**src/rtl/assert_macros.svh**
```systemverilog
// ----------------------------------------------------------------------------
// assertion macros
// shared clocked assertion forms, disabled while reset is high
// ----------------------------------------------------------------------------
`ifndef ASSERT_MACROS_SVH
`define ASSERT_MACROS_SVH

// expression holds at every clock edge out of reset
`define ASSERT_ALWAYS(label, expr, msg) \
   label: assert property (@(posedge clock) disable iff (reset) (expr)) else $error(msg);

// consequent holds in the cycle after the antecedent
`define ASSERT_NEXT(label, pre, post, msg) \
   label: assert property (@(posedge clock) disable iff (reset) (pre) |=> (post)) else $error(msg);

// consequent holds in the same cycle as the antecedent
`define ASSERT_SAME(label, pre, post, msg) \
   label: assert property (@(posedge clock) disable iff (reset) (pre) |-> (post)) else $error(msg);

`endif

```
**src/rtl/cfq_pkg.sv**
```systemverilog
// ----------------------------------------------------------------------------
// cfq_pkg
// action and status codes, controller states and command bundle
// ----------------------------------------------------------------------------
`default_nettype none

package cfq_pkg;

   typedef enum logic [1:0] {
      ACT_ENQUEUE    = 2'd0,
      ACT_DEQUEUE    = 2'd1,
      ACT_PEEK_FRONT = 2'd2,
      ACT_PEEK_REAR  = 2'd3
   } action_type;

   typedef enum logic [1:0] {
      ST_OK    = 2'd0,
      ST_FULL  = 2'd1,
      ST_EMPTY = 2'd2
   } status_type;

   typedef enum logic [2:0] {
      S_IDLE = 3'b001,
      S_EXEC = 3'b010,
      S_RESP = 3'b100
   } ctrl_state_type;

   // register index, taken from byte address bit 2
   localparam logic REG_CAPACITY = 1'b0;

   localparam int unsigned CAP_W       = 5;
   localparam int unsigned CAP_RESET   = 16;
   localparam int unsigned DATA_W      = 32;
   localparam int unsigned CSR_ADDR_W  = 3;

   typedef struct packed {
      logic load;   // capture the request fields
      logic exec;   // carry out the captured action
   } cmd_type;

endpackage

`default_nettype wire

```
**src/rtl/cfq_ctrl.sv**
```systemverilog
// ----------------------------------------------------------------------------
// cfq_ctrl
// sequencer: capture, execute, present result
// ----------------------------------------------------------------------------
`default_nettype none

`include "assert_macros.svh"

module cfq_ctrl (
   input  wire logic             clock,
   input  wire logic             reset,
   input  wire logic             start,
   output cfq_pkg::cmd_type      cmd,
   output logic                  busy,
   output logic                  rsp_valid
);

   cfq_pkg::ctrl_state_type state_ff, state_in;
   logic                    accept;

   assign busy      = (state_ff == cfq_pkg::S_EXEC);
   assign rsp_valid = (state_ff == cfq_pkg::S_RESP);
   assign accept    = start && !busy;

   always_comb begin
      state_in = state_ff;
      case (state_ff)
         cfq_pkg::S_IDLE: begin
            if (accept) state_in = cfq_pkg::S_EXEC;
         end
         cfq_pkg::S_EXEC: begin
            state_in = cfq_pkg::S_RESP;
         end
         cfq_pkg::S_RESP: begin
            state_in = accept ? cfq_pkg::S_EXEC : cfq_pkg::S_IDLE;
         end
         default: begin
            state_in = cfq_pkg::S_IDLE;
         end
      endcase
   end

   always_comb begin
      cmd.load = accept;
      cmd.exec = (state_ff == cfq_pkg::S_EXEC);
   end

   always_ff @(posedge clock) begin
      if (reset) begin
         state_ff <= cfq_pkg::S_IDLE;
      end else begin
         state_ff <= state_in;
      end
   end

   `ASSERT_NEXT(a_exec_gives_result, cmd.exec, rsp_valid, "execute cycle not followed by result")
   `ASSERT_SAME(a_result_after_exec, rsp_valid, $past(cmd.exec), "result without execute cycle")
   `ASSERT_NEXT(a_load_starts_exec, cmd.load, cmd.exec, "captured request not executed")

endmodule

`default_nettype wire

```
**src/rtl/cfq_dp.sv**
```systemverilog
// ----------------------------------------------------------------------------
// cfq_dp
// slot store, head and tail pointers, item count and result registers
// ----------------------------------------------------------------------------
`default_nettype none

`include "assert_macros.svh"

module cfq_dp #(
   parameter int unsigned QUEUE_DEPTH = 16
) (
   input  wire logic                                  clock,
   input  wire logic                                  reset,
   input  wire cfq_pkg::cmd_type                      cmd,
   input  wire logic [1:0]                            req_action,
   input  wire logic signed [cfq_pkg::DATA_W-1:0]     req_value,
   input  wire logic                                  cfg_wr,
   input  wire logic [$clog2(QUEUE_DEPTH+1)-1:0]      cfg_cap,
   output logic [1:0]                                 rsp_status,
   output logic signed [cfq_pkg::DATA_W-1:0]          rsp_data
);

   localparam int unsigned PTR_W     = $clog2(QUEUE_DEPTH);
   localparam int unsigned CNT_W     = $clog2(QUEUE_DEPTH + 1);
   localparam int unsigned RESET_CAP =
      (cfq_pkg::CAP_RESET > QUEUE_DEPTH) ? QUEUE_DEPTH : cfq_pkg::CAP_RESET;

   logic signed [cfq_pkg::DATA_W-1:0] mem [QUEUE_DEPTH];

   cfq_pkg::action_type               action_ff;
   logic signed [cfq_pkg::DATA_W-1:0] value_ff;
   logic [PTR_W-1:0]                  head_ff, head_in;
   logic [PTR_W-1:0]                  tail_ff, tail_in;
   logic [CNT_W-1:0]                  count_ff, count_in;
   logic [CNT_W-1:0]                  cap_eff_ff, cap_eff_in;
   cfq_pkg::status_type               status_ff, status_in;
   logic                              data_en_ff, data_en_in;
   logic signed [cfq_pkg::DATA_W-1:0] rd_data_ff;

   logic             full, empty, wr_en;
   logic [CNT_W-1:0] head_inc, tail_inc;
   logic [PTR_W-1:0] head_nxt, tail_nxt, rd_addr;

   always_comb begin
      full     = (count_ff >= cap_eff_ff);
      empty    = (count_ff == '0);
      head_inc = CNT_W'(head_ff) + CNT_W'(1);
      tail_inc = CNT_W'(tail_ff) + CNT_W'(1);
      head_nxt = (head_inc >= cap_eff_ff) ? '0 : PTR_W'(head_inc);
      tail_nxt = (tail_inc >= cap_eff_ff) ? '0 : PTR_W'(tail_inc);

      head_in    = head_ff;
      tail_in    = tail_ff;
      count_in   = count_ff;
      cap_eff_in = cap_eff_ff;
      status_in  = status_ff;
      data_en_in = data_en_ff;
      wr_en      = 1'b0;
      rd_addr    = head_ff;

      if (cfg_wr) begin
         // new capacity empties the queue
         cap_eff_in = cfg_cap;
         head_in    = '0;
         tail_in    = PTR_W'(cfg_cap - CNT_W'(1));
         count_in   = '0;
      end else if (cmd.exec) begin
         status_in  = cfq_pkg::ST_OK;
         data_en_in = 1'b0;
         case (action_ff)
            cfq_pkg::ACT_ENQUEUE: begin
               if (full) begin
                  status_in = cfq_pkg::ST_FULL;
               end else begin
                  wr_en    = 1'b1;
                  tail_in  = tail_nxt;
                  count_in = count_ff + CNT_W'(1);
               end
            end
            cfq_pkg::ACT_DEQUEUE: begin
               if (empty) begin
                  status_in = cfq_pkg::ST_EMPTY;
               end else begin
                  data_en_in = 1'b1;
                  count_in   = count_ff - CNT_W'(1);
                  if (count_ff == CNT_W'(1)) begin
                     // last item gone: pointers back to their reset places
                     head_in = '0;
                     tail_in = PTR_W'(cap_eff_ff - CNT_W'(1));
                  end else begin
                     head_in = head_nxt;
                  end
               end
            end
            cfq_pkg::ACT_PEEK_FRONT: begin
               if (empty) status_in = cfq_pkg::ST_EMPTY;
               else data_en_in = 1'b1;
            end
            cfq_pkg::ACT_PEEK_REAR: begin
               rd_addr = tail_ff;
               if (empty) status_in = cfq_pkg::ST_EMPTY;
               else data_en_in = 1'b1;
            end
            default: begin
               status_in = cfq_pkg::ST_EMPTY;
            end
         endcase
      end
   end

   always_ff @(posedge clock) begin
      if (reset) begin
         head_ff    <= '0;
         tail_ff    <= PTR_W'(RESET_CAP - 1);
         count_ff   <= '0;
         cap_eff_ff <= CNT_W'(RESET_CAP);
         status_ff  <= cfq_pkg::ST_OK;
         data_en_ff <= 1'b0;
      end else begin
         head_ff    <= head_in;
         tail_ff    <= tail_in;
         count_ff   <= count_in;
         cap_eff_ff <= cap_eff_in;
         status_ff  <= status_in;
         data_en_ff <= data_en_in;
      end
   end

   // request capture
   always_ff @(posedge clock) begin
      if (cmd.load) begin
         action_ff <= cfq_pkg::action_type'(req_action);
         value_ff  <= req_value;
      end
   end

   // slot store, one write and one registered read
   always_ff @(posedge clock) begin
      if (wr_en) mem[tail_nxt] <= value_ff;
      if (cmd.exec) rd_data_ff <= mem[rd_addr];
   end

   assign rsp_status = status_ff;
   assign rsp_data   = data_en_ff ? rd_data_ff : '0;

   `ASSERT_ALWAYS(a_count_in_range, count_ff <= cap_eff_ff, "item count above capacity")
   `ASSERT_SAME(a_empty_pointers, count_ff == '0, (head_ff == '0) && (CNT_W'(tail_ff) == cap_eff_ff - CNT_W'(1)), "empty queue with pointers off reset places")
   `ASSERT_ALWAYS(a_cap_nonzero, (cap_eff_ff != '0) && (cap_eff_ff <= CNT_W'(QUEUE_DEPTH)), "effective capacity out of range")

endmodule

`default_nettype wire

```
**src/rtl/circular_fifo_queue.sv**
```systemverilog
// sequence: the edge that takes start enters the execute state; the sequencer then moves
//   to the result state and raises the result strobe, and the transfer completes as it leaves
// a new request can be taken while the previous result is shown; busy is high in the
//   execute state, in which the slot store is written or read into its registered read port
// the receiver cannot stall: each result is shown for exactly one cycle
// reset: empty queue, head at slot 0, tail at the last slot, capacity 16
// ----------------------------------------------------------------------------
// circular_fifo_queue
// ring-buffer fifo of signed words with a configurable capacity
// ----------------------------------------------------------------------------
`default_nettype none

module circular_fifo_queue #(
   parameter int unsigned QUEUE_DEPTH = 16
) (
   input  wire logic                                  clock,
   input  wire logic                                  reset,
   // request channel
   input  wire logic                                  start,
   output logic                                       busy,
   input  wire logic [1:0]                            req_action,
   input  wire logic signed [cfq_pkg::DATA_W-1:0]     req_value,
   // result channel
   output logic                                       rsp_valid,
   output logic [1:0]                                 rsp_status,
   output logic signed [cfq_pkg::DATA_W-1:0]          rsp_data,
   // register port
   input  wire logic                                  psel,
   input  wire logic                                  penable,
   input  wire logic                                  pwrite,
   input  wire logic [cfq_pkg::CSR_ADDR_W-1:0]        paddr,
   input  wire logic [31:0]                           pwdata,
   output logic [31:0]                                prdata,
   output logic                                       pready
);

   localparam int unsigned CNT_W = $clog2(QUEUE_DEPTH + 1);
   // wide enough for both the raw register and the built depth
   localparam int unsigned CMP_W = (CNT_W > cfq_pkg::CAP_W) ? CNT_W : cfq_pkg::CAP_W;

   cfq_pkg::cmd_type          cmd;
   logic [cfq_pkg::CAP_W-1:0] cap_ff, cap_in;
   logic                      csr_write, cfg_wr;
   logic [cfq_pkg::CAP_W-1:0] new_cap;
   logic [CMP_W-1:0]          new_cap_ext, new_eff;
   logic [CNT_W-1:0]          cfg_cap;

   // register transfer completes in the access phase; pready never drops
   assign pready    = 1'b1;
   assign csr_write = psel && penable && pwrite && pready;
   // only bit 2 of the byte address selects a register
   assign cfg_wr    = csr_write && (paddr[2] == cfq_pkg::REG_CAPACITY);

   // effective capacity: zero acts as one, values above the depth act as the depth
   always_comb begin
      new_cap     = pwdata[cfq_pkg::CAP_W-1:0];
      new_cap_ext = CMP_W'(new_cap);
      if (new_cap == '0) begin
         new_eff = CMP_W'(1);
      end else if (new_cap_ext > CMP_W'(QUEUE_DEPTH)) begin
         new_eff = CMP_W'(QUEUE_DEPTH);
      end else begin
         new_eff = new_cap_ext;
      end
      cfg_cap = CNT_W'(new_eff);
   end

   // raw register value, kept for read-back
   assign cap_in = cfg_wr ? new_cap : cap_ff;

   always_ff @(posedge clock) begin
      if (reset) begin
         cap_ff <= cfq_pkg::CAP_W'(cfq_pkg::CAP_RESET);
      end else begin
         cap_ff <= cap_in;
      end
   end

   // read-back: unlisted registers read as zero
   assign prdata = (paddr[2] == cfq_pkg::REG_CAPACITY) ?
                   {{(32 - cfq_pkg::CAP_W){1'b0}}, cap_ff} : '0;

   // sequencer: capture on the request transfer, execute, then present
   cfq_ctrl u_ctrl (
      .clock     (clock),
      .reset     (reset),
      .start     (start),
      .cmd       (cmd),
      .busy      (busy),
      .rsp_valid (rsp_valid)
   );

   // pointers, count, slot store and result registers
   cfq_dp #(
      .QUEUE_DEPTH (QUEUE_DEPTH)
   ) u_dp (
      .clock      (clock),
      .reset      (reset),
      .cmd        (cmd),
      .req_action (req_action),
      .req_value  (req_value),
      .cfg_wr     (cfg_wr),
      .cfg_cap    (cfg_cap),
      .rsp_status (rsp_status),
      .rsp_data   (rsp_data)
   );

endmodule

`default_nettype wire

```
**config.mk**
```make
export PLATFORM = sky130hd
export DESIGN_NAME = circular_fifo_queue
export DESIGN_NICKNAME = d
export VERILOG_FILES = /design/src/rtl/cfq_pkg.sv /design/src/rtl/cfq_ctrl.sv /design/src/rtl/cfq_dp.sv /design/src/rtl/circular_fifo_queue.sv
export VERILOG_INCLUDE_DIRS = /design/src /design/src/rtl
export SDC_FILE = /design/constraint.sdc
export NUM_CORES = 1
export LEC_CHECK = 0
export BUFFER_PORTS_ARGS = -buffer_cell sky130_fd_sc_hd__buf_2
export CORE_ASPECT_RATIO = 0.9
export CORE_MARGIN = 1
export CORE_UTILIZATION = 60
export CTS_CLUSTER_DIAMETER = 30
export DETAILED_ROUTE_END_ITERATION = 6
export GPL_TIMING_DRIVEN = 0
export PLACE_DENSITY = 0.79
export SLEW_MARGIN = 20
export SYNTH_ARGS = -nofsm -noshare
export SYNTH_HDL_FRONTEND = slang
export SYNTH_SLANG_ARGS = --single-unit
```
**constraint.sdc**
```tcl
create_clock -name clock -period 7.7 [get_ports clock]
set_clock_uncertainty 0.05 [all_clocks]
set_input_delay 1.54 -clock clock [delete_from_list [all_inputs] [get_ports clock]]
set_output_delay 1.54 -clock clock [all_outputs]
set_load 0.01 [all_outputs]
```
==> results.cfg <==
[route]
firstDrtPassIters = 6
wire_per_inst_um = 27.28
drc = 0
antenna_left = 0
drt_wl_total_um = 62090
num_vias = 14380
drt_iter0_markers = 1658
drt-vias-per-instance = 6.317

[sta]
finalCritPeriodShare_pct = 68.07
post-route-min-period_ns = 5.241
timing.hold.ws_ns = 0.4001
hold_viol_final = 0
rsz0062_at_grt = no
relSlewSlack_pct = 30.89
worstMarginPinSlew_ns = 1.037
slew_violations = 0
clock.fmax_mhz = 190.8
setup_violations = 0

[worst_hold_path]
min_path_type = reg2reg

[critical_path]
critPathKind = reg2reg
cp.required_ns = 7.96
setup.worst_path.start_class = flop
endpoint_kind = flop
path_max_fanout = 8
arrival_ns = 5.50

[global_routing]
grt_overflow = 0
grt_pass1_wl_um = 89220
grt_max_degree = 19
gr-usage-all-layers_pct = 30.95
antenna_found_initial = 1
grt_pass1_vias = 14240

[synthesis]
ys_types = 60
synth_edf_count = 578
synthArstFlopShare_pct = 0
yosys_warnings = 0
seq_area_frac_synth_pct = 74.68
synthFlopType = edfxtp_1
syn-cell-area_um2 = 24020
ys_seq_elements = 607
avgSynthCellArea_um2 = 17.12
synthCells = 1403

[floorplanning]
die_y_um = 191.8
core-area_um2 = 39450
ios = 144
dieWidth_um = 212.9
die_area_um2 = 40840
initial_core_util_pct = 60.88
rows = 69

[cells_and_area]
layout.nets = 1756
final.fill_count = 2230
antenna_cells = 0
area_growth_pct = 23.10
finalNonFillerCells = 2276
drive_gt1_share_pct = 22.99

[pwr]
leakage_nw = 12.09
p_per_area_nw_per_um2 = 292.4
power.ir.vdd_worst_v = 0.0002540

[clocking]
cts_hold_buf = 0
insertion_delay_ns = 0.63
postCtsSetupBuffers = 0
path_clk_slew_ns = 0.05
cts_buffers = 101
htree_levels = 3
cts_tree = built
cts_resized = 0
cts.sinks = 607
clock_path_buffers = 3
cts_root_buf = clkbuf_16

[place]
gp_congestion = 0.8588
dp_cells = 2087
dp_hpwl_um = 36270
io_buffers = 86

[run]
cap_violations = 0

[run_status]
outcome = finished, final reports clean
-- cell type report --
cell class	count	area [um2]	share of cell area [%]
clock buffer	109	2643	8.937
clock inverter	80	1042	3.525
tap	532	665.6	2.251
buffer	92	596.8	2.018
sequential	607	17940	60.66
inverter	12	45.04	0.1523
multi-input combinational	718	5655	19.13
timing repair buffer	126	983.4	3.326
-- cell usage after synthesis (all sizes together) (3+ instances only) --
cell / count / share of area, %
or4: 32 / 1.0
buf: 71 / 2.1
and2: 32 / 0.83
nor4: 3 / 0.078
a31oi: 4 / 0.10
o21ai: 9 / 0.19
nand4: 4 / 0.17
nor3: 7 / 0.15
edfxtp: 578 / 72
dfxtp: 29 / 2.4
nor3b: 3 / 0.14
inv: 11 / 0.17
nor2b: 13 / 0.34
o31ai: 4 / 0.13
clkbuf: 21 / 0.34
and3: 3 / 0.078
nand3: 7 / 0.15
nand2b: 11 / 0.29
o2111ai: 3 / 0.11
a21oi: 20 / 0.42
xnor2: 6 / 0.22
mux2i: 266 / 11
a21o: 3 / 0.094
o22ai: 128 / 3.3
ha: 23 / 1.2
nor2: 29 / 0.45
nand2: 47 / 0.83
or3: 4 / 0.10
-- registers in the layout (all words and copies together), names as in the netlist --
register and cells:
u_dp.rd_data_ff 32, u_dp.count_ff 5, u_dp.head_ff 4, u_dp.value_ff 32, u_dp.rsp_status 2, u_dp.data_en_ff 1, u_dp.cap_eff_ff 5, u_dp.tail_ff 4
cap_ff 5, u_dp.action_ff 2, u_ctrl.state_ff 3, u_dp.mem 512
-- where the power goes --
| part | total [mW] | switching, mW | internal [mW] | leakage, nW |
|---|---|---|---|---|
| Combinational | 0.136 | 0.0854 | 0.0501 | 4.87 |
| Clock | 4.83 | 1.62 | 3.21 | 1.77 |
| Sequential | 3.68 | 0.0438 | 3.64 | 5.46 |
| Total | 8.65 | 1.75 | 6.90 | 12.1 |
-- cells by family (layout without fill, tap and decap cells) --
logic type	after synthesis	after routing	synth area share, %
compound gates	185	185	4.855
fa+ha+maj	23	23	1.198
xor+xnor	8	8	0.2917
other cells	2	28	0.03127
flops	607	607	74.68
buf+inv	104	419	2.672
mux	268	268	11.21
simple gates	206	206	5.063
-- final timing paths --
check | depth (start not counted) | slack (ns) | endpoint | from
worst max-delay path | 13 | 2.46 | u_dp.mem[5][17]$_DFFE_PP_ | u_dp.tail_ff[0]$_SDFFE_PP1P_
worst min-delay path | 2 | 0.40 | cap_ff[4]$_SDFFE_PP1P_ | cap_ff[4]$_SDFFE_PP1P_
worst max register to register | 13 | 2.46 | u_dp.mem[5][17]$_DFFE_PP_ | u_dp.tail_ff[0]$_SDFFE_PP1P_
worst min register to register | 2 | 0.40 | cap_ff[4]$_SDFFE_PP1P_ | cap_ff[4]$_SDFFE_PP1P_
-- metal layers --
layer  GRT usage (%)  part of all wire [%]
met5               0                     0
met4           14.06                   4.1
met3           6.655                    10
met2           49.02                    48
met1           41.42                    38
-- layout by cell type (no fill, tap or decap), types with 5 or more instances in the layout --
cell type / instances
conb_1: 28
buf_16: 11
clkinvlp_4: 14
inv_1: 11
clkinv_2: 12
dfxtp_1: 29
edfxtp_1: 578
buf_12: 5
and2_1: 32
bufinv_16: 21
o21ai_0: 8
mux2i_1: 266
o22ai_1: 128
nor2b_1: 10
nor2_1: 20
buf_4: 62
inv_6: 10
clkbuf_16: 105
xnor2_1: 6
clkbuf_1: 24
nand2b_1: 11
buf_2: 113
inv_8: 5
nand2_1: 42
clkinv_1: 12
nand3_1: 7
clkinv_4: 7
nor2_4: 9
or4_1: 32
nor3_1: 7
a21oi_1: 20
ha_1: 23
-- worst max-delay path, cell delays in order (launching register included) --
cell      delay [ns]
dfxtp_1         0.36
clkbuf_1        0.38
nand3_1         0.23
xor2_1          0.35
clkinv_1        0.36
ha_1            0.39
a21oi_1         0.13
o21ai_0         0.14
a21o_1          0.31
or4b_1          0.69
nor4_2          0.63
buf_2           0.35
buf_2           0.27
buf_2           0.26
-- per-stage QoR --
step           utilization, %  instance area (um2)  power (mW)  setup WS (ns)  setup TNS, ns
4_1_cts                 74.94                29570       8.665          2.647              0
6_report                74.94                29570       8.646          2.459              0
3_5_place_dp            65.60                25880       3.875          2.624              0
2_1_floorplan               -                24120       3.811          1.333              0
3_3_place_gp            63.90                25210       3.859         -3.586        -316.37
5_1_grt                 74.94                29570       8.828          2.275              0
Power figures use the tool's default switching activity.
